[src/sv/gcch_pkg.sv]
`timescale 1ns / 1ps

package gcch_pkg;

  // Grid limits and derived widths
  localparam int MAX_ROWS = 256;
  localparam int MAX_COLS = 256;
  localparam int DIM_W    = 9;                          // grid_rows / grid_cols / vertex fields
  localparam int RIDX_W   = $clog2(MAX_ROWS);           // cell row index
  localparam int CIDX_W   = $clog2(MAX_COLS);           // cell column index
  localparam int DEPTH    = MAX_ROWS * MAX_COLS;
  localparam int ADDR_W   = $clog2(DEPTH);
  localparam int TOTAL_W  = 2 * DIM_W;                  // rows * cols product
  localparam int CELL_W   = 32;
  localparam int HGT_W    = 34;
  localparam int NDV_W    = 24;
  localparam int FRAC_W   = 8;

  // Stream payload widths
  localparam int S_TDATA_W = 88;
  localparam int S_TUSER_W = 1;
  localparam int M_TDATA_W = 40;
  localparam int M_TUSER_W = 1;

  // Configuration port
  localparam int CFG_IDX_W  = 2;
  localparam int CFG_DATA_W = 24;

  typedef enum logic [CFG_IDX_W-1:0] {
    CFG_GRID_ROWS = 2'd0,
    CFG_GRID_COLS = 2'd1,
    CFG_NO_DATA   = 2'd2
  } cfg_idx_t;

  // Item kind carried on s_tuser
  localparam logic FUNC_LOAD  = 1'b0;
  localparam logic FUNC_QUERY = 1'b1;

  // Query sequencer states
  typedef enum logic [1:0] {
    S_IDLE,
    S_ADDR,
    S_DATA,
    S_DONE
  } q_state_t;

  // Effective grid settings shared by the load and query units
  typedef struct packed {
    logic [DIM_W-1:0]  nr;
    logic [DIM_W-1:0]  nc;
    logic [CELL_W-1:0] marker;
  } grid_cfg_t;

  typedef struct packed {
    logic              en;
    logic [ADDR_W-1:0] addr;
    logic [CELL_W-1:0] data;
  } wr_req_t;

  typedef struct packed {
    logic              en;
    logic [ADDR_W-1:0] addr;
  } rd_req_t;

  // Clamp a raw grid dimension to 1..max
  function automatic logic [DIM_W-1:0] dim_used(input logic [DIM_W-1:0] raw,
                                                input logic [DIM_W-1:0] max_dim);
    logic [DIM_W-1:0] d;
    d = raw;
    if (raw == '0) d = DIM_W'(1);
    else if (raw > max_dim) d = max_dim;
    return d;
  endfunction

endpackage

[src/sv/gcch_query.sv]
`timescale 1ns / 1ps

module gcch_query (
  input  logic                          clk,
  input  logic                          rst,
  input  logic                          start,
  input  logic [gcch_pkg::DIM_W-1:0]    vertex_row,
  input  logic [gcch_pkg::DIM_W-1:0]    vertex_col,
  input  gcch_pkg::grid_cfg_t           cfg,
  output gcch_pkg::rd_req_t             rd,
  input  logic [gcch_pkg::CELL_W-1:0]   rdata,
  output logic                          busy,
  output logic                          m_tvalid,
  input  logic                          m_tready,
  output logic [gcch_pkg::HGT_W-1:0]    vertex_height,
  output logic                          out_of_range
);
  import gcch_pkg::*;

  q_state_t state, state_next;

  logic [RIDX_W-1:0] r0, r0_next, r1, r1_next;
  logic [CIDX_W-1:0] c0, c0_next, c1, c1_next;
  logic [RIDX_W-1:0] br, br_next, cr, cr_next;
  logic [CIDX_W-1:0] bc, bc_next, cc, cc_next;
  logic [HGT_W-1:0]  sum, sum_next;
  logic [1:0]        shamt, shamt_next;
  logic              oor, oor_next;
  logic              out_load;

  logic              vr_oor;
  logic [DIM_W-1:0]  vr_m1, vc_m1, nr_m1, nc_m1;
  logic [RIDX_W-1:0] r0_in, r1_in;
  logic [CIDX_W-1:0] c0_in, c1_in;
  logic              hit, col_ok, row_ok;
  logic [HGT_W-1:0]  height;

  assign busy = (state != S_IDLE);

  // Corner bounds, clamped to the grid in use
  assign vr_oor = (vertex_row > cfg.nr) || (vertex_col > cfg.nc);
  assign vr_m1  = vertex_row - DIM_W'(1);
  assign vc_m1  = vertex_col - DIM_W'(1);
  assign nr_m1  = cfg.nr - DIM_W'(1);
  assign nc_m1  = cfg.nc - DIM_W'(1);
  assign r0_in  = (vertex_row == '0) ? '0 : vr_m1[RIDX_W-1:0];
  assign r1_in  = (vertex_row >= cfg.nr) ? nr_m1[RIDX_W-1:0] : vertex_row[RIDX_W-1:0];
  assign c0_in  = (vertex_col == '0) ? '0 : vc_m1[CIDX_W-1:0];
  assign c1_in  = (vertex_col >= cfg.nc) ? nc_m1[CIDX_W-1:0] : vertex_col[CIDX_W-1:0];

  // Shared address unit: raster index of the cursor cell
  assign rd.addr = ADDR_W'(cr * cfg.nc + DIM_W'(cc));

  // Read the cell memory in the address state
  assign rd.en = (state == S_ADDR);

  // Compare unit and search bounds
  assign hit    = (rdata != cfg.marker);
  assign col_ok = (DIM_W'(cc) + DIM_W'(1)) < cfg.nc;
  assign row_ok = (DIM_W'(cr) + DIM_W'(1)) < cfg.nr;

  always_comb begin
    state_next = state;
    r0_next    = r0;
    r1_next    = r1;
    c0_next    = c0;
    c1_next    = c1;
    br_next    = br;
    bc_next    = bc;
    cr_next    = cr;
    cc_next    = cc;
    sum_next   = sum;
    shamt_next = shamt;
    oor_next   = oor;
    out_load   = 1'b0;
    unique case (state)
      S_IDLE: begin
        if (start) begin
          sum_next = '0;
          if (vr_oor) begin
            oor_next   = 1'b1;
            shamt_next = 2'd0;
            state_next = S_DONE;
          end else begin
            oor_next   = 1'b0;
            r0_next    = r0_in;
            r1_next    = r1_in;
            c0_next    = c0_in;
            c1_next    = c1_in;
            br_next    = r0_in;
            bc_next    = c0_in;
            cr_next    = r0_in;
            cc_next    = c0_in;
            // one cell: x4, two cells: x2, four cells: x1
            shamt_next = 2'(((r0_in == r1_in) ? 1 : 0) + ((c0_in == c1_in) ? 1 : 0));
            state_next = S_ADDR;
          end
        end
      end
      S_ADDR: begin
        state_next = S_DATA;
      end
      S_DATA: begin
        if (!hit && (col_ok || row_ok)) begin
          // Step the no-data search in raster order over the lower-right block
          if (col_ok) begin
            cc_next = cc + CIDX_W'(1);
          end else begin
            cr_next = cr + RIDX_W'(1);
            cc_next = bc;
          end
          state_next = S_ADDR;
        end else begin
          if (hit) begin
            sum_next = sum + {{(HGT_W-CELL_W){rdata[CELL_W-1]}}, rdata};
          end
          // Advance to the next cell of the corner
          if (bc != c1) begin
            bc_next    = bc + CIDX_W'(1);
            cr_next    = br;
            cc_next    = bc + CIDX_W'(1);
            state_next = S_ADDR;
          end else if (br != r1) begin
            br_next    = br + RIDX_W'(1);
            bc_next    = c0;
            cr_next    = br + RIDX_W'(1);
            cc_next    = c0;
            state_next = S_ADDR;
          end else begin
            state_next = S_DONE;
          end
        end
      end
      S_DONE: begin
        if (!m_tvalid || m_tready) begin
          out_load   = 1'b1;
          state_next = S_IDLE;
        end
      end
      default: begin
        state_next = S_IDLE;
      end
    endcase
  end

  // Scale the sum to Q.10
  always_comb begin
    case (shamt)
      2'd2:    height = sum << 2;
      2'd1:    height = sum << 1;
      default: height = sum;
    endcase
  end

  always_ff @(posedge clk) begin
    if (rst) begin
      state <= S_IDLE;
    end else begin
      state <= state_next;
    end
  end

  always_ff @(posedge clk) begin
    r0    <= r0_next;
    r1    <= r1_next;
    c0    <= c0_next;
    c1    <= c1_next;
    br    <= br_next;
    bc    <= bc_next;
    cr    <= cr_next;
    cc    <= cc_next;
    sum   <= sum_next;
    shamt <= shamt_next;
    oor   <= oor_next;
  end

  // Output register: hold until the receiver takes the transfer
  always_ff @(posedge clk) begin
    if (rst) begin
      m_tvalid <= 1'b0;
    end else if (out_load) begin
      m_tvalid <= 1'b1;
    end else if (m_tready) begin
      m_tvalid <= 1'b0;
    end
  end

  always_ff @(posedge clk) begin
    if (out_load) begin
      vertex_height <= height;
      out_of_range  <= oor;
    end
  end

endmodule

[config.mk]
export PLATFORM = sky130hd
export DESIGN_NAME = gcch_query
export DESIGN_NICKNAME = d
export VERILOG_FILES = /design/src/sv/gcch_pkg.sv /design/src/sv/gcch_query.sv
export SDC_FILE = /design/constraint.sdc
export NUM_CORES = 1
export LEC_CHECK = 0
export BUFFER_PORTS_ARGS = -buffer_cell sky130_fd_sc_hd__buf_2
export CORE_ASPECT_RATIO = 0.5
export CORE_UTILIZATION = 40
export CTS_BUF_LIST = sky130_fd_sc_hd__clkbuf_16
export DETAILED_ROUTE_END_ITERATION = 6
export PLACE_DENSITY = 0.6
export SLEW_MARGIN = 20
export SYNTH_ARGS = -nofsm -noshare
export SYNTH_HDL_FRONTEND = slang
export SYNTH_SLANG_ARGS = --single-unit
[constraint.sdc]
create_clock -name clk -period 6 [get_ports clk]
set_input_delay 0.6 -clock clk [delete_from_list [all_inputs] [get_ports clk]]
set_output_delay 0.6 -clock clk [all_outputs]
set_load 0.02 [all_outputs]
Word level (Yosys, flattened, before mapping) --
Index checks and enable logic that the tools add are counted.
Word-level totals: register bits after elaboration 131
Cells by class: reduce and logical (&&, ||, !) cells 20, $add $sub $neg 13, multiply operators 1, bitwise operators 1, magnitude comparators 6, eq/ne operators 20, multiplexer cells 42
Operators by type and width (count):
- 2-to-1 mux 8 bit | 19
- case mux 34 bit (2 select lines) | 2
- 2-to-1 mux 34 bit | 3
- case mux 8 bit (2 select lines) | 4
- adder 34 bit | 1
- adder 8 x 1 -> 8 bit (second input constant) | 4
- inequality test 32 bit | 1
- subtractor 8 x 1 -> 8 bit (second input constant) | 4
- adder 8 x 1 -> 9 bit (second input constant) | 2
- greater-or-equal comparator 9 bit | 2
- > comparator 9 bit | 2
- zero test 9 bit | 2
- < comparator 9 bit | 2
- adder 16 x 8 -> 16 bit | 1
- == test 8 bit | 2
- multiplier 8 x 9 -> 16 bit | 1
- inequality test 8 bit | 2
- inequality test 2 bit (second input constant) | 7
- 2-to-1 mux 2 bit | 6
- AND reduction 5 bit | 2
- case mux 2 bit (4 select lines) | 1
- AND reduction 4 bit | 2
- 2-to-1 mux 1 bit | 7
- == test 2 bit (second input constant) | 3
- other kinds (13) | 21

Longest topological paths before layout --
depth in word-level cells 6, mapped depth 19, depth with buffers taken out 18

Least setup slack after synthesis --
OpenSTA, ideal clock, no wires.
path kind input-to-output, from input port cfg[35] (netlist bit), to output port rd[15] (netlist bit), slack 728 ps, buffers on the path 1, required time 5400 ps, data arrival time 4672 ps, stages 18, cells stage by stage clkbuf_1 nand2_1 fa_1 inv_1 fa_1 ha_1 inv_1 fa_1 inv_1 fa_1 a21o_1 a21oi_1 nor2b_1 o211ai_1 nand2_1 a41oi_1 a21oi_1 xnor2_1
RTL lines:
- start: declaration | line gcch_query.sv:9 | input gcch_pkg::grid_cfg_t cfg,
- end: declaration | line gcch_query.sv:10 | output gcch_pkg::rd_req_t rd,

==> summary.log <==
INFO  global_routing first_global_vias=10,523
INFO  placed_design  globalplace.congestion=0.900
INFO  sta            timing.final.max_slew_violations=0
INFO  global_routing grt_remaining_overflow=0
INFO  setup_path     worst_setup_path_startpoint=cr[0]$_DFFE_PP_
INFO  clocking       tritoncts=done
INFO  finish         drive_gt1_share=14.8%
INFO  setup_path     data_required_time_of_the_worst_path=5400ps
INFO  placed_design  hpwlAfterDp=26,100um
INFO  setup_path     cp_data_arrival_time=5000ps
INFO  global_routing grtUsageTotal=21.2%
INFO  sta            tightestPinTransition=1000ps
INFO  power_and_ir_drop seq_power_share=24.3%
INFO  power_and_ir_drop clockPowerShare=19.3%
INFO  power_and_ir_drop combPwrFrac=56.4%
INFO  hold_path      worst_hold_path_type=in2reg
INFO  setup_path     crit_fanout=7
INFO  setup_path     critical_path.reg2reg.startpoint=cr[0]$_DFFE_PP_
INFO  detailed_routing drt.antenna.violating_nets=0
INFO  job            max_cap_violations=0
INFO  logic_synthesis synth.yosys.warnings=0
INFO  power_and_ir_drop max-vdd-ir-drop=0.000726V
INFO  global_routing grt_pass1_wl=53,700um
INFO  logic_synthesis synth_edf_count=128
INFO  global_routing number_of_antenna_violations_at_the_first_check_in_global_routing=1
INFO  sta            max_clock_freq=178MHz
INFO  clocking       root_buffer=sky130_fd_sc_hd__clkbuf_16
INFO  setup_path     timing.reg2reg.setup_slack=1990ps
INFO  global_routing gr-usage-met2=36.2%
INFO  detailed_routing wire_per_inst=17.1um
INFO  logic_synthesis synthesis.nets=1,667
INFO  global_routing maximum_number_of_pins_on_one_net_before_global_route_repair=68
INFO  detailed_routing drt_pre_antenna_iters=6
INFO  power_and_ir_drop power-per-cell-area=359nW/um^2
INFO  logic_synthesis async_sr_flop_fraction=0%
INFO  floorplanning  start_util=41.1%
INFO  logic_synthesis postSynthCellCount=1,399
INFO  logic_synthesis post_synth_instance_area=12,600um^2
INFO  power_and_ir_drop power.leakage=6.19nW
INFO  setup_path     timing.critical_path.to_type=output port
INFO  power_and_ir_drop post-layout-total-power=0.00518W
INFO  clocking       worst_skew_pair.late_latency=440ps
INFO  clocking       max-clock-path-buffers=2
INFO  global_routing use_met3=3.08%
INFO  sta            setup_violations=0
INFO  clocking       cts.clk_slew.worst_paths=60ps
INFO  floorplanning  die_span_x=253um
INFO  logic_synthesis ys_types=62
INFO  placed_design  place_inst=1,932
INFO  floorplanning  dieArea=32,300um^2
INFO  sta            tns=0ps
INFO  finish         antennaDiodeCount=0
INFO  logic_synthesis post_synth.cell_area_avg=9.02um^2
INFO  setup_path     worstSetupPathType=reg2out
INFO  detailed_routing dr_total_vias=10,709
INFO  sta            rsz0062_at_grt=false
INFO  detailed_routing drc_errors=0
INFO  global_routing grt-busiest-layer=met2
INFO  clocking       numCtsBuffers=17
INFO  detailed_routing viasPerCell=5.43
INFO  finish         finalCoreUtilization=47.0%
INFO  sta            maxSlewHeadroom=33.2%
INFO  detailed_routing drt_wl_total=33,800um
INFO  logic_synthesis synth_top_flop_cell=sky130_fd_sc_hd__edfxtp_1
INFO  power_and_ir_drop p_switching=0.00226W
INFO  status         status=finished clean
INFO  sta            worst_clock_skew=8.30ps
INFO  detailed_routing number_of_drc_violations_after_detailed_routing_iteration_0=674
INFO  hold_path      timing.hold.worst.start=rst
INFO  power_and_ir_drop internal-power=0.00291W
INFO  sta            timing.final.crit_share=93.4%
INFO  logic_synthesis synth-seq-area-share=31.0%
INFO  clocking       cts_htree_levels=4
INFO  finish         area_growth_syn_to_layout=14.5%
INFO  clocking       clkSinkCount=131
INFO  power_and_ir_drop power_switching_share=43.7%
INFO  floorplanning  core=30,700um^2
INFO  floorplanning  fp.dieH=128um
INFO  floorplanning  design.portCount=158
INFO  floorplanning  row_count=45
INFO  setup_path     start_kind=flop
INFO  sta            timing.final.crit_period=5600ps
INFO  logic_synthesis yosys_register_bits=131
INFO  finish         fin_cells=1,973
INFO  sta            report.final.hold_viol_count=0
INFO  placed_design  port_buffers=157
INFO  global_routing global_route.usage.met1=27.7%
INFO  finish         nNetsFinal=1,806
layout make-up:
cell class / count / area, um^2
clock buffers: 17 / 425
well taps: 423 / 529
repair buffers: 175 / 936
fillers: 2903 / 16300
flip-flops and latches: 131 / 3900
multi-input cells: 1088 / 8050
clock inverters: 14 / 123
inverters: 125 / 469
per-layer routing:
| metal | wire length (um) | part of all wire, % | vias to the layer above |
|---|---|---|---|
| met5 | 13 | 0.038 | - |
| met4 | 638 | 1.9 | 2 |
| met3 | 1830 | 5.4 | 50 |
| met2 | 15900 | 47 | 351 |
| met1 | 15500 | 46 | 5115 |
| li1 | - | - | 5191 |
stage by stage:
step | instance area (um^2) | hold slack (ps) | setup WS [ps]
6_report | 14400 | 363 | 396
5_1_grt | 14400 | 346 | 42.6
4_1_cts | 14300 | 347 | 139
3_5_place_dp | 13800 | 513 | 425
3_3_place_gp | 13800 | 526 | 448
2_1_floorplan | 12600 | 400 | 728
logic make-up (layout without fill, tap and decap cells):
logic type / Yosys count / after routing / share of synthesized area, %
mux: 19 / 19 / 1.59
compound gates: 296 / 296 / 14.2
buf+inv: 180 / 331 / 5.43
flops: 131 / 131 / 31.0
fa+ha+maj: 164 / 164 / 19.2
xor+xnor: 148 / 148 / 10.3
simple gates: 461 / 461 / 18.3
worst max-delay path, cell delays in order, from the launching register on:
cell and delay, ps:
sky130_fd_sc_hd__edfxtp_1 530, sky130_fd_sc_hd__nand2_1 120, sky130_fd_sc_hd__fa_1 490, sky130_fd_sc_hd__inv_1 50, sky130_fd_sc_hd__fa_1 460, sky130_fd_sc_hd__ha_1 280
sky130_fd_sc_hd__inv_1 50, sky130_fd_sc_hd__fa_1 530, sky130_fd_sc_hd__inv_1 70, sky130_fd_sc_hd__fa_1 450, sky130_fd_sc_hd__a21o_1 190, sky130_fd_sc_hd__a21oi_1 210
sky130_fd_sc_hd__nor2b_1 90, sky130_fd_sc_hd__o211ai_1 180, sky130_fd_sc_hd__nand2_1 120, sky130_fd_sc_hd__a41oi_2 250, sky130_fd_sc_hd__nor2b_1 190, sky130_fd_sc_hd__xnor2_1 130
sky130_fd_sc_hd__buf_2 180
power groups by stage:
stage	clock [W]	sequential, W	combinational [W]
finish	0.000997	0.00126	0.00292
floorplan	0	0.00124	0.00216
detailed placement	0	0.00128	0.00288
CTS	0.00102	0.00126	0.00292
global route	0.00105	0.00127	0.00329
global placement	0	0.00128	0.00285
timing repair:
item / 4_1_cts / 5_1_grt
endpoints found under the setup margin: 0 / 2
setup buffers: 0 / 9
hold buffers: 0 / 0
gates resized for setup: 0 / 1
synth_stat cells, types with 8 or more instances:
cell	instances	area share, %
sky130_fd_sc_hd__nand4_1	20	0.99
sky130_fd_sc_hd__o21a_1	12	0.71
sky130_fd_sc_hd__mux2i_1	11	0.87
sky130_fd_sc_hd__nand2_1	133	4.0
sky130_fd_sc_hd__a22oi_1	34	2.0
sky130_fd_sc_hd__and3_1	14	0.69
sky130_fd_sc_hd__edfxtp_1	128	30
sky130_fd_sc_hd__xor2_1	67	4.7
sky130_fd_sc_hd__nor2_1	104	3.1
sky130_fd_sc_hd__xnor2_1	81	5.6
sky130_fd_sc_hd__and2_1	61	3.0
sky130_fd_sc_hd__a31oi_1	14	0.69
sky130_fd_sc_hd__nor3_1	29	1.2
sky130_fd_sc_hd__ha_1	114	11
sky130_fd_sc_hd__mux2_2	8	0.71
sky130_fd_sc_hd__inv_1	125	3.7
sky130_fd_sc_hd__o21ai_0	91	3.6
sky130_fd_sc_hd__a21oi_1	82	3.3
sky130_fd_sc_hd__nand3_1	33	1.3
sky130_fd_sc_hd__fa_1	50	7.9
sky130_fd_sc_hd__nand2b_1	13	0.64
sky130_fd_sc_hd__nor4_1	15	0.74
sky130_fd_sc_hd__a21o_1	16	0.95
sky130_fd_sc_hd__clkbuf_1	49	1.5
sky130_fd_sc_hd__nor2b_1	11	0.55
worst paths after layout:
| path | depth (start not counted) | to |
|---|---|---|
| hold / removal | 2 | state[0]$_SDFFE_PP0P_ |
| setup reg to reg | 15 | cc[4]$_DFFE_PP_ |
| setup / recovery | 18 | rd[13] |
| hold reg to reg | 0 | out_of_range$_DFFE_PP_ |
cell usage in the layout, fill, tap and decap left out, drive strengths merged, types with 50 or more instances in the layout:
cell,instances
a21oi,82
buf,175
fa,50
nand2,133
o21ai,93
ha,114
xor2,67
edfxtp,128
xnor2,81
nor2,104
inv,126
and2,61
sequential cells by signal, indices dropped and copies added (netlist names), 8 cells and up:
register / flops
sum: 34
vertex_height: 34
bc: 8
br: 8
c0: 8
c1: 8
cc: 8
cr: 8
r1: 8
Power figures use the tool's default switching activity.
