[src/sv/gcch_pkg.sv]
`timescale 1ns / 1ps

package gcch_pkg;

  // Grid limits and derived widths
  localparam int MAX_ROWS = 256;
  localparam int MAX_COLS = 256;
  localparam int DIM_W    = 9;                          // grid_rows / grid_cols / vertex fields
  localparam int RIDX_W   = $clog2(MAX_ROWS);           // cell row index
  localparam int CIDX_W   = $clog2(MAX_COLS);           // cell column index
  localparam int DEPTH    = MAX_ROWS * MAX_COLS;
  localparam int ADDR_W   = $clog2(DEPTH);
  localparam int TOTAL_W  = 2 * DIM_W;                  // rows * cols product
  localparam int CELL_W   = 32;
  localparam int HGT_W    = 34;
  localparam int NDV_W    = 24;
  localparam int FRAC_W   = 8;

  // Stream payload widths
  localparam int S_TDATA_W = 88;
  localparam int S_TUSER_W = 1;
  localparam int M_TDATA_W = 40;
  localparam int M_TUSER_W = 1;

  // Configuration port
  localparam int CFG_IDX_W  = 2;
  localparam int CFG_DATA_W = 24;

  typedef enum logic [CFG_IDX_W-1:0] {
    CFG_GRID_ROWS = 2'd0,
    CFG_GRID_COLS = 2'd1,
    CFG_NO_DATA   = 2'd2
  } cfg_idx_t;

  // Item kind carried on s_tuser
  localparam logic FUNC_LOAD  = 1'b0;
  localparam logic FUNC_QUERY = 1'b1;

  // Query sequencer states
  typedef enum logic [1:0] {
    S_IDLE,
    S_ADDR,
    S_DATA,
    S_DONE
  } q_state_t;

  // Effective grid settings shared by the load and query units
  typedef struct packed {
    logic [DIM_W-1:0]  nr;
    logic [DIM_W-1:0]  nc;
    logic [CELL_W-1:0] marker;
  } grid_cfg_t;

  typedef struct packed {
    logic              en;
    logic [ADDR_W-1:0] addr;
    logic [CELL_W-1:0] data;
  } wr_req_t;

  typedef struct packed {
    logic              en;
    logic [ADDR_W-1:0] addr;
  } rd_req_t;

  // Clamp a raw grid dimension to 1..max
  function automatic logic [DIM_W-1:0] dim_used(input logic [DIM_W-1:0] raw,
                                                input logic [DIM_W-1:0] max_dim);
    logic [DIM_W-1:0] d;
    d = raw;
    if (raw == '0) d = DIM_W'(1);
    else if (raw > max_dim) d = max_dim;
    return d;
  endfunction

endpackage

[src/sv/gcch_load.sv]
`timescale 1ns / 1ps

module gcch_load (
  input  logic                          clk,
  input  logic                          rst,
  input  logic                          load,
  input  logic [gcch_pkg::CELL_W-1:0]   cell_altitude,
  input  logic [gcch_pkg::CELL_W-1:0]   lava_depth,
  input  gcch_pkg::grid_cfg_t           cfg,
  output gcch_pkg::wr_req_t             wr
);
  import gcch_pkg::*;

  logic [ADDR_W-1:0]  load_pointer;
  logic [ADDR_W-1:0]  load_pointer_next;
  logic [TOTAL_W-1:0] total;
  logic [ADDR_W-1:0]  waddr;
  logic [ADDR_W:0]    inc;
  logic [CELL_W:0]    sum;
  logic [CELL_W-1:0]  sat;

  // Cell count of the grid in use
  assign total = TOTAL_W'(cfg.nr * cfg.nc);

  // Restart at zero when the pointer lies beyond a shrunken grid
  assign waddr = (TOTAL_W'(load_pointer) >= total) ? '0 : load_pointer;
  assign inc   = {1'b0, waddr} + (ADDR_W+1)'(1);
  assign load_pointer_next = (TOTAL_W'(inc) >= total) ? '0 : inc[ADDR_W-1:0];

  // Saturate the altitude plus depth to signed 32 bits
  assign sum = {cell_altitude[CELL_W-1], cell_altitude} + {lava_depth[CELL_W-1], lava_depth};
  always_comb begin
    sat = sum[CELL_W-1:0];
    if (sum[CELL_W] != sum[CELL_W-1]) begin
      sat = sum[CELL_W] ? {1'b1, {(CELL_W-1){1'b0}}} : {1'b0, {(CELL_W-1){1'b1}}};
    end
  end

  assign wr.en   = load;
  assign wr.addr = waddr;
  assign wr.data = sat;

  // Advance the raster pointer on each load transfer
  always_ff @(posedge clk) begin
    if (rst) begin
      load_pointer <= '0;
    end else if (load) begin
      load_pointer <= load_pointer_next;
    end
  end

endmodule

[config.mk]
export PLATFORM = sky130hd
export DESIGN_NAME = gcch_load
export DESIGN_NICKNAME = d
export VERILOG_FILES = /design/src/sv/gcch_pkg.sv /design/src/sv/gcch_load.sv
export SDC_FILE = /design/constraint.sdc
export NUM_CORES = 1
export LEC_CHECK = 0
export BUFFER_PORTS_ARGS = -buffer_cell sky130_fd_sc_hd__buf_2
export CORE_MARGIN = 5
export CORE_UTILIZATION = 56
export DETAILED_ROUTE_END_ITERATION = 10
export PLACE_DENSITY = 0.84
export SLEW_MARGIN = 20
export SYNTH_ARGS = -nofsm -noshare
export SYNTH_HDL_FRONTEND = slang
export SYNTH_SLANG_ARGS = --single-unit
[constraint.sdc]
create_clock -name clk -period 13.65 [get_ports clk]
set_clock_uncertainty 0.15 [all_clocks]
set_input_delay 3.4125 -clock clk [delete_from_list [all_inputs] [get_ports clk]]
set_output_delay 3.4125 -clock clk [all_outputs]
set_load 0.02 [all_outputs]
# After elaboration in Yosys (flattened, before gate mapping)

Cells that the tools add are included.

Bits in registers: 16
Latch bits: 0
Memory bits (writable): 0
Memory bits (read-only): 0
Input bits: 117
Output and inout bits: 49
Logic and storage cells: 11
Memories: 0

Add/subtract/negate cells: 2
Multipliers: 1
Div/mod/pow operators: 0
Order comparisons: 2
Eq/ne operators: 1
Shifts and indexed selects: 0
Muxes and demuxes: 4
Bitwise gates (word level): 0
Reduce and logical (&&, ||, !) cells: 0

Operator list:

| operator                                                        | number |
|---|---|
| 32-bit 2-to-1 mux                                               | 2 |
| 32-bit by 32-bit adder with 33-bit output                       | 1 |
| 16-bit 2-to-1 mux                                               | 2 |
| 16-bit by 18-bit greater-or-equal comparator with 1-bit output  | 1 |
| 17-bit by 18-bit greater-or-equal comparator with 1-bit output  | 1 |
| 9-bit by 9-bit multiplier with 18-bit output                    | 1 |
| 16-bit by 1-bit adder with 17-bit output, second input constant | 1 |
| 1-bit inequality test                                           | 1 |

# Logic depth before layout (Yosys ltp)

Gate-level depths: netlist of run 1.

Depth in word-level cells: 6
Mapped depth: 42
Depth with buffers taken out: 39

# Least setup slack after synthesis of run 1

Ideal clock, no wire load.

Path type: input -> output
Start point: input cfg[34] (netlist name)
End point: output wr[32] (netlist name)
Data arrival time: 8.736 ns
Required time: 10.087 ns
Setup slack: 1.352 ns
Stages on the path: 27
Path buffers: 2
Path through: clkbuf_1 -> nand2_1 -> fa_1 -> inv_1 -> fa_1 -> inv_1 -> fa_1 -> fa_1 -> inv_1 -> ha_1 -> a21o_1 -> nand2_1 -> nand2_1 -> nor2_1 -> nor2b_1 -> o21ai_0 -> nand2b_1 -> xnor2_1 -> ha_1 -> a21oi_1 -> nor2b_1 -> o21ai_0 -> a21oi_1 -> a211o_1 -> and3_1 -> clkbuf_1 -> nor2_1

RTL lines:

| what        | line            | text |
|---|---|---|
| from (decl) | gcch_load.sv:9  | `input gcch_pkg::grid_cfg_t cfg,` |
| to (decl)   | gcch_load.sv:10 | `output gcch_pkg::wr_req_t wr` |

==> results.rst, run 1 <==
.. list-table::
   :header-rows: 1

   * - Metric
     - Value
   * - Register Area
     - 320 um2
   * - Pin count of the biggest net entering global routing
     - 32
   * - Max-cap violation count
     - 0
   * - Final Setup Violations
     - 0
   * - Fin crit share
     - 95.0%
   * - Count of flip-flops with a built-in enable after synthesis
     - 0
   * - Crit path kind
     - input pin to primary output
   * - Post-synth top area cell
     - sky130_fd_sc_hd__ha_1
   * - Slew at the pin closest to its max-slew limit
     - 0.915 ns
   * - Number of standard cells in the final layout excluding fillers
     - 1094
   * - Total congestion overflow
     - 0
   * - Violation count after the first detailed-routing iteration
     - 263
   * - Total of hold buffers inserted after clock tree synthesis
     - 0
   * - Count of TritonRoute iterations in the first routing pass
     - 4
   * - Row count
     - 39
   * - Die ar.
     - 14000 um2
   * - Syn-to-layout area delta
     - 13.0%
   * - Vias
     - 6270
   * - Top cells by area in the synthesized netlist
     - sky130_fd_sc_hd__ha_1 (20%), sky130_fd_sc_hd__fa_1 (16%), sky130_fd_sc_hd__and2_1 (6.8%)
   * - Synth Instances
     - 832
   * - Number of H-tree levels
     - 1
   * - Number of nets in the synthesized netlist
     - 1104
   * - Source-to-sink clock delay at the later pin of the worst-skew pair
     - 0.25 ns
   * - Antenna violation net count after detailed routing
     - 0
   * - Post-synth top area share
     - 19.8%
   * - CTS tree
     - built
   * - Proportion of layout cells with a drive suffix above 1
     - 16.5%
   * - Tightest Hold Check Type
     - register to register
   * - Unrepaired setup endpoints after global routing
     - no
   * - Worst hold slack across all endpoints
     - 0.354 ns
   * - Port-buffer cells
     - 133
   * - Worst EP arrival
     - 9.40 ns
   * - Wire length of the first global-routing pass
     - 27.8 mm
   * - Layout net count
     - 1224
   * - Wirelength per Cell
     - 14.4 um
   * - Yosys Warn Count
     - 0
   * - Cells after DPL
     - 1090
   * - Status
     - complete, no violations
   * - Effective utilization at floorplan
     - 57.3%
   * - Worst slew margin relative to its limit
     - 38.9%
   * - Post-Place Setup Slack
     - 0.707 ns
   * - Number of clock sinks seen by CTS
     - 16
   * - Peak VDD IR
     - 0.0805 mV
   * - Post-CTS setup-driven buffer insertion count
     - 0
   * - Post-synth cell types
     - 64
   * - DIE WIDTH
     - 118 um
   * - Post-CTS clock slew at the launch and capture registers of the worst setup and hold paths
     - 0.05 ns
   * - Final WS setup
     - 0.689 ns
   * - Mean cell area of the mapped netlist
     - 7.90 um2
   * - Final Total Pwr
     - 783 uW
   * - Crit path time final
     - 12.96 ns
   * - Flip-flop count of the largest register after layout
     - 16
   * - Setup TNS after final layout
     - 0 ns
   * - Sum of routed wire length over all layers
     - 15.8 mm
   * - Biggest fanout along the worst timing path
     - 23
   * - Fill count
     - 1002
   * - Register ranked first by flip-flop count
     - load_pointer
   * - Sequential cell area fraction in the yosys report
     - 4.88%
   * - Category of the worst setup path launch point
     - input pin
   * - Total power divided by cell area
     - 106 nW/um2
   * - Height of the chip
     - 118 um
   * - Max-slew violation count
     - 0
   * - Post-synthesis async set-or-reset flop share
     - 0%
   * - Reported leakage power
     - 3.93 nW
   * - # IOs
     - 166
   * - Area taken by multi-input logic gates
     - 5760 um2
   * - DRC violation count after routing
     - 0
   * - Flip-flop and latch count after synthesis
     - 16
   * - Estimated wirelength of the detail-placed design
     - 13.5 mm
   * - Kind of capture point of the worst setup path
     - primary output
   * - Max Clk Rate
     - 0.0772 GHz
   * - Final hold violation count
     - 0
   * - Most used flip-flop cell after synthesis
     - sky130_fd_sc_hd__dfxtp_1
   * - Cells resized by post-CTS repair
     - 0
   * - Core ar.
     - 11500 um2
   * - Initial antenna violation count
     - 0
   * - Routability Congestion
     - 0.900
   * - Cell Area, Synth
     - 6570 um2
   * - Mean number of vias per cell
     - 5.73
   * - Worst path required time
     - 10.09 ns
   * - Vias in the first global route
     - 6277
   * - Root Buffer Master
     - sky130_fd_sc_hd__clkbuf_16
   * - Total Routing Usage GR
     - 22.3%
   * - Clock buffer count from CTS
     - 3
   * - Registers with the most flip-flops
     - load_pointer: 16 flops
   * - Maximum count of clock buffers along a single path
     - 2
   * - Number of inserted diodes
     - 0
==> layer usage <==
layer	vias up	track usage, %	wire [um]	share of wire [%]
met3	30	4.68	996	6.3
met5	-	0	0	0
li1	3118	-	-	-
met2	187	40.7	8030	51
met4	0	4.52	272	1.7
met1	2935	27.0	6510	41
==> kinds of logic after synthesis <==
family                     count (synthesis)  share of synthesized area (%)
AOI/OAI and AO/OA                        173                           18.2
and+or+nand+nor                          289                           23.0
DFF                                       16                           4.88
xor gates and xnor gates                  42                           5.60
adders and majority gates                186                           40.2
buffers and inverters                    121                           7.37
muxes                                      5                          0.762
==> synth_stat cells, types with 8 or more instances <==
master / n
sky130_fd_sc_hd__a21o_1: 28
sky130_fd_sc_hd__a21oi_1: 42
sky130_fd_sc_hd__and2_1: 71
sky130_fd_sc_hd__and3_1: 15
sky130_fd_sc_hd__clkbuf_1: 16
sky130_fd_sc_hd__dfxtp_1: 16
sky130_fd_sc_hd__fa_1: 51
sky130_fd_sc_hd__ha_1: 104
sky130_fd_sc_hd__inv_1: 98
sky130_fd_sc_hd__maj3_1: 25
sky130_fd_sc_hd__nand2_1: 74
sky130_fd_sc_hd__nand2b_1: 12
sky130_fd_sc_hd__nand3_1: 20
sky130_fd_sc_hd__nor2_1: 44
sky130_fd_sc_hd__nor2b_1: 16
sky130_fd_sc_hd__nor3_1: 12
sky130_fd_sc_hd__o211ai_1: 8
sky130_fd_sc_hd__o21a_1: 10
sky130_fd_sc_hd__o21ai_0: 30
sky130_fd_sc_hd__xnor2_1: 23
sky130_fd_sc_hd__xor2_1: 19
==> path summary, 6_finish.rpt <==
| kind | startpoint | end | slack [ns] | cells past startpoint |
|---|---|---|---|---|
| max reg2reg | load_pointer[2]$_SDFFE_PP0P_ | load_pointer[7]$_SDFFE_PP0P_ | 7.89 | 22 |
| min reg2reg | load_pointer[0]$_SDFFE_PP0P_ | load_pointer[0]$_SDFFE_PP0P_ | 0.35 | 2 |
| max | cfg[44] | wr[34] | 0.69 | 24 |
| min | load_pointer[0]$_SDFFE_PP0P_ | load_pointer[0]$_SDFFE_PP0P_ | 0.35 | 2 |
==> layout by cell type, fill, tap and decap left out, drive strengths merged, types with 3 or more instances in the layout <==
cell,instances
nor3,12
inv,98
nor2b,16
nand4b,6
xor2,19
o311ai,4
nand2b,12
o211ai,8
mux2i,5
clkbuf,4
buf,138
a211oi,5
and4,3
or2,4
ha,104
dfxtp,16
and3,15
nand4,6
a31oi,4
nor2,44
o21ai,33
fa,51
a41o,3
a21o,28
o21bai,3
o31a,3
o21a,10
a21boi,3
nand2,74
xnor2,23
nand3,20
a41oi,3
a21oi,44
maj3,31
a221oi,3
and2,71
o2111ai,4
==> through the flow <==
step | cell area [um2] | utilization, %
2_1_floorplan | 6570 | -
3_3_place_gp | 7330 | 64.0
3_5_place_dp | 7330 | 64.0
4_1_cts | 7420 | 64.7
5_1_grt | 7420 | 64.7
6_report | 7420 | 64.7
==> report_power, final <==
part	switching [mW]	internal (mW)
Clock	0.0191	0.0445
Combinational	0.390	0.281
Sequential	0.000614	0.0473
Total	0.410	0.373
==> layout make-up <==
class / instances / share of cell area (%)
clock buffer: 4 / 1.20
inverter: 98 / 4.96
multi-input combinational: 695 / 77.7
sequential: 16 / 4.31
tap: 143 / 2.41
timing repair buffer: 138 / 9.47
==> worst max-delay path, cell delays in order <==
cell and delay (ns):
sky130_fd_sc_hd__buf_2 0.16, sky130_fd_sc_hd__and2_1 0.19, sky130_fd_sc_hd__fa_1 0.54, sky130_fd_sc_hd__inv_1 0.06, sky130_fd_sc_hd__fa_1 0.52, sky130_fd_sc_hd__inv_1 0.05
sky130_fd_sc_hd__fa_1 0.55, sky130_fd_sc_hd__inv_1 0.06, sky130_fd_sc_hd__fa_1 0.55, sky130_fd_sc_hd__inv_1 0.05, sky130_fd_sc_hd__ha_1 0.35, sky130_fd_sc_hd__and3_1 0.22
sky130_fd_sc_hd__o31a_1 0.31, sky130_fd_sc_hd__nand2_1 0.10, sky130_fd_sc_hd__o21ai_0 0.09, sky130_fd_sc_hd__a21oi_1 0.18, sky130_fd_sc_hd__xor2_1 0.27, sky130_fd_sc_hd__ha_1 0.31
sky130_fd_sc_hd__o211ai_1 0.11, sky130_fd_sc_hd__nor2_1 0.08, sky130_fd_sc_hd__a211o_1 0.28, sky130_fd_sc_hd__nand3_1 0.50, sky130_fd_sc_hd__and2_1 0.29, sky130_fd_sc_hd__buf_2 0.19
Power figures use the tool's default switching activity.
==> run 2, diff against run 1 <==
--- a/config.mk
+++ b/config.mk
@@ -5,11 +5,12 @@
 export SDC_FILE = /design/constraint.sdc
 export NUM_CORES = 1
 export LEC_CHECK = 0
+export ABC_AREA = 0
 export BUFFER_PORTS_ARGS = -buffer_cell sky130_fd_sc_hd__buf_2
 export CORE_MARGIN = 5
 export CORE_UTILIZATION = 56
 export DETAILED_ROUTE_END_ITERATION = 10
-export PLACE_DENSITY = 0.84
+export PLACE_DENSITY = 0.92
 export SLEW_MARGIN = 20
 export SYNTH_ARGS = -nofsm -noshare
 export SYNTH_HDL_FRONTEND = slang
==> run 2 against run 1 <==
Setup slack improved by 0.033 ns; final cell count unchanged; design area unchanged; non-clock buffer count unchanged; total power increased by 0.54%; critical path depth increased by 3; critical path type unchanged; critical endpoint unchanged; largest cell class unchanged.
==> results.rst, run 2 (synthesis results as in run 1) <==
.. list-table::
   :header-rows: 1

   * - Metric
     - Value
   * - Fraction of power consumed by sequential logic
     - 6.1%
   * - Crit path time final
     - 12.93 ns
   * - Fill count
     - 937
   * - Routability Congestion
     - 0.919
   * - Number of clock sinks seen by CTS
     - 16
   * - Final Total Pwr
     - 788 uW
   * - Source-to-sink clock delay at the later pin of the worst-skew pair
     - 0.25 ns
   * - Final Setup Violations
     - 0
   * - Worst EP arrival
     - 9.37 ns
   * - Vias in the first global route
     - 6508
   * - Clock buffer count from CTS
     - 3
   * - Worst path required time
     - 10.09 ns
   * - Post-Place Setup Slack
     - 0.758 ns
   * - GRT met3 Usage
     - 3.58%
   * - Final hold violation count
     - 0
   * - Flip-flop count of the largest register after layout
     - 16
   * - # IOs
     - 166
   * - Estimated wirelength of the detail-placed design
     - 13.7 mm
   * - Effective utilization at floorplan
     - 57.3%
   * - Die ar.
     - 14000 um2
   * - Row count
     - 39
   * - DIE WIDTH
     - 118 um
   * - Slew at the pin closest to its max-slew limit
     - 0.936 ns
   * - Proportion of layout cells with a drive suffix above 1
     - 16.5%
   * - Reported leakage power
     - 3.93 nW
   * - Pin count of the biggest net entering global routing
     - 32
   * - Worst slew margin relative to its limit
     - 37.5%
   * - Violation count after the first detailed-routing iteration
     - 347
   * - Met2 GRT Util
     - 43.4%
   * - Fin crit share
     - 94.7%
   * - Max Clk Rate
     - 0.0774 GHz
   * - Post-CTS setup-driven buffer insertion count
     - 0
   * - Status
     - complete, no violations
   * - Setup TNS after final layout
     - 0 ns
   * - Wirelength per Cell
     - 14.9 um
   * - Final WS setup
     - 0.722 ns
   * - Peak VDD IR
     - 0.0699 mV
   * - Maximum count of clock buffers along a single path
     - 2
   * - Net load switching power
     - 414 uW
   * - Antenna violation net count after detailed routing
     - 0
   * - Peak-usage layer in the global routing report
     - met2
   * - Biggest fanout along the worst timing path
     - 24
   * - Max-cap violation count
     - 0
   * - Total of hold buffers inserted after clock tree synthesis
     - 0
   * - Total congestion overflow
     - 0
   * - Count of TritonRoute iterations in the first routing pass
     - 5
   * - Registers with the most flip-flops
     - load_pointer: 16 flops
   * - Net Sw Frac
     - 52.6%
   * - Commonest cells after routing, fill and taps aside
     - sky130_fd_sc_hd__buf_2 (133), sky130_fd_sc_hd__ha_1 (104), sky130_fd_sc_hd__inv_1 (98)
   * - Core ar.
     - 11500 um2
   * - Syn-to-layout area delta
     - 13.0%
   * - Mean number of vias per cell
     - 5.84
   * - Tightest Hold Check Type
     - register to register
   * - CTS tree
     - built
   * - Vias
     - 6385
   * - Crit path kind
     - input pin to primary output
   * - Post-CTS clock slew at the launch and capture registers of the worst setup and hold paths
     - 0.05 ns
   * - Number of H-tree levels
     - 1
   * - Portion of total power attributed to combinational logic
     - 85.8%
   * - Kind of capture point of the worst setup path
     - primary output
   * - Number of inserted diodes
     - 0
   * - Met1 track demand over resource in global routing
     - 27.7%
   * - Most common cell after layout, fill and taps aside
     - sky130_fd_sc_hd__buf_2
   * - Unrepaired setup endpoints after global routing
     - no
   * - Sum of routed wire length over all layers
     - 16.4 mm
   * - Total Routing Usage GR
     - 23.2%
   * - Total power divided by cell area
     - 106 nW/um2
   * - Layout net count
     - 1224
   * - Register ranked first by flip-flop count
     - load_pointer
   * - Port-buffer cells
     - 133
   * - Height of the chip
     - 118 um
   * - DRC violation count after routing
     - 0
   * - Category of the worst setup path launch point
     - input pin
   * - Clock group share of total power
     - 8.1%
   * - Max-slew violation count
     - 0
   * - Root Buffer Master
     - sky130_fd_sc_hd__clkbuf_16
   * - Initial antenna violation count
     - 0
   * - Cells resized by post-CTS repair
     - 0
   * - Wire length of the first global-routing pass
     - 28.6 mm
   * - Cell-internal power
     - 374 uW
==> run 2: metal layers <==
metal	vias up	share of wire, %
met1	3001	39
met4	0	1.5
met2	243	52
met5	-	0
li1	3118	-
met3	23	6.9
==> run 2: final timing paths <==
kind	startpoint	cells after the start	end	slack, ns
setup reg to reg	load_pointer[2]$_SDFFE_PP0P_	23	load_pointer[4]$_SDFFE_PP0P_	7.63
hold reg to reg	load_pointer[15]$_SDFFE_PP0P_	2	load_pointer[15]$_SDFFE_PP0P_	0.37
hold / removal	load_pointer[15]$_SDFFE_PP0P_	2	load_pointer[15]$_SDFFE_PP0P_	0.37
setup / recovery	cfg[34]	27	wr[34]	0.72
==> run 2: final cells by class <==
class | count | area, um2 | share of cell area, %
timing repair buffer | 138 | 703 | 9.47
inverter | 98 | 368 | 4.96
multi-input combinational | 695 | 5760 | 77.7
sequential | 16 | 320 | 4.31
tap | 143 | 179 | 2.41
clock buffer | 4 | 88.8 | 1.20
==> run 2: critical path: stages <==
cell	delay [ns]
sky130_fd_sc_hd__buf_2	0.18
sky130_fd_sc_hd__nand2_1	0.10
sky130_fd_sc_hd__fa_1	0.55
sky130_fd_sc_hd__inv_1	0.06
sky130_fd_sc_hd__fa_1	0.50
sky130_fd_sc_hd__inv_1	0.05
sky130_fd_sc_hd__fa_1	0.49
sky130_fd_sc_hd__fa_1	0.55
sky130_fd_sc_hd__inv_1	0.04
sky130_fd_sc_hd__ha_1	0.36
sky130_fd_sc_hd__a21o_1	0.20
sky130_fd_sc_hd__nand2_1	0.08
sky130_fd_sc_hd__nand2_1	0.05
sky130_fd_sc_hd__nor2_1	0.15
sky130_fd_sc_hd__nor2b_1	0.06
sky130_fd_sc_hd__o21ai_0	0.17
sky130_fd_sc_hd__nand2b_1	0.09
sky130_fd_sc_hd__xnor2_1	0.24
sky130_fd_sc_hd__ha_1	0.30
sky130_fd_sc_hd__a21oi_1	0.14
sky130_fd_sc_hd__nor2b_1	0.06
sky130_fd_sc_hd__o21ai_0	0.14
sky130_fd_sc_hd__a21oi_1	0.08
sky130_fd_sc_hd__a211o_1	0.29
sky130_fd_sc_hd__nand3_1	0.52
sky130_fd_sc_hd__and2_1	0.29
sky130_fd_sc_hd__buf_2	0.19
==> run 2: through the flow <==
stage               hold slack, ns  util (%)  cells  area, um2
global route                 0.370      64.7   1094       7420
CTS                          0.359      64.7   1094       7420
floorplan                    0.310         -    832       6570
global placement             0.335      64.0   1090       7330
finish                       0.367      64.7   1094       7420
detailed placement           0.350      64.0   1090       7330
==> run 2: power by group through the flow <==
stage	combinational [mW]	sequential (mW)	clock, mW
after floorplan	0.515	0.0487	0
after global placement	0.644	0.0489	0
after detailed placement	0.669	0.0490	0
after CTS	0.675	0.0480	0.0641
after global routing	0.765	0.0480	0.0673
final	0.675	0.0481	0.0640
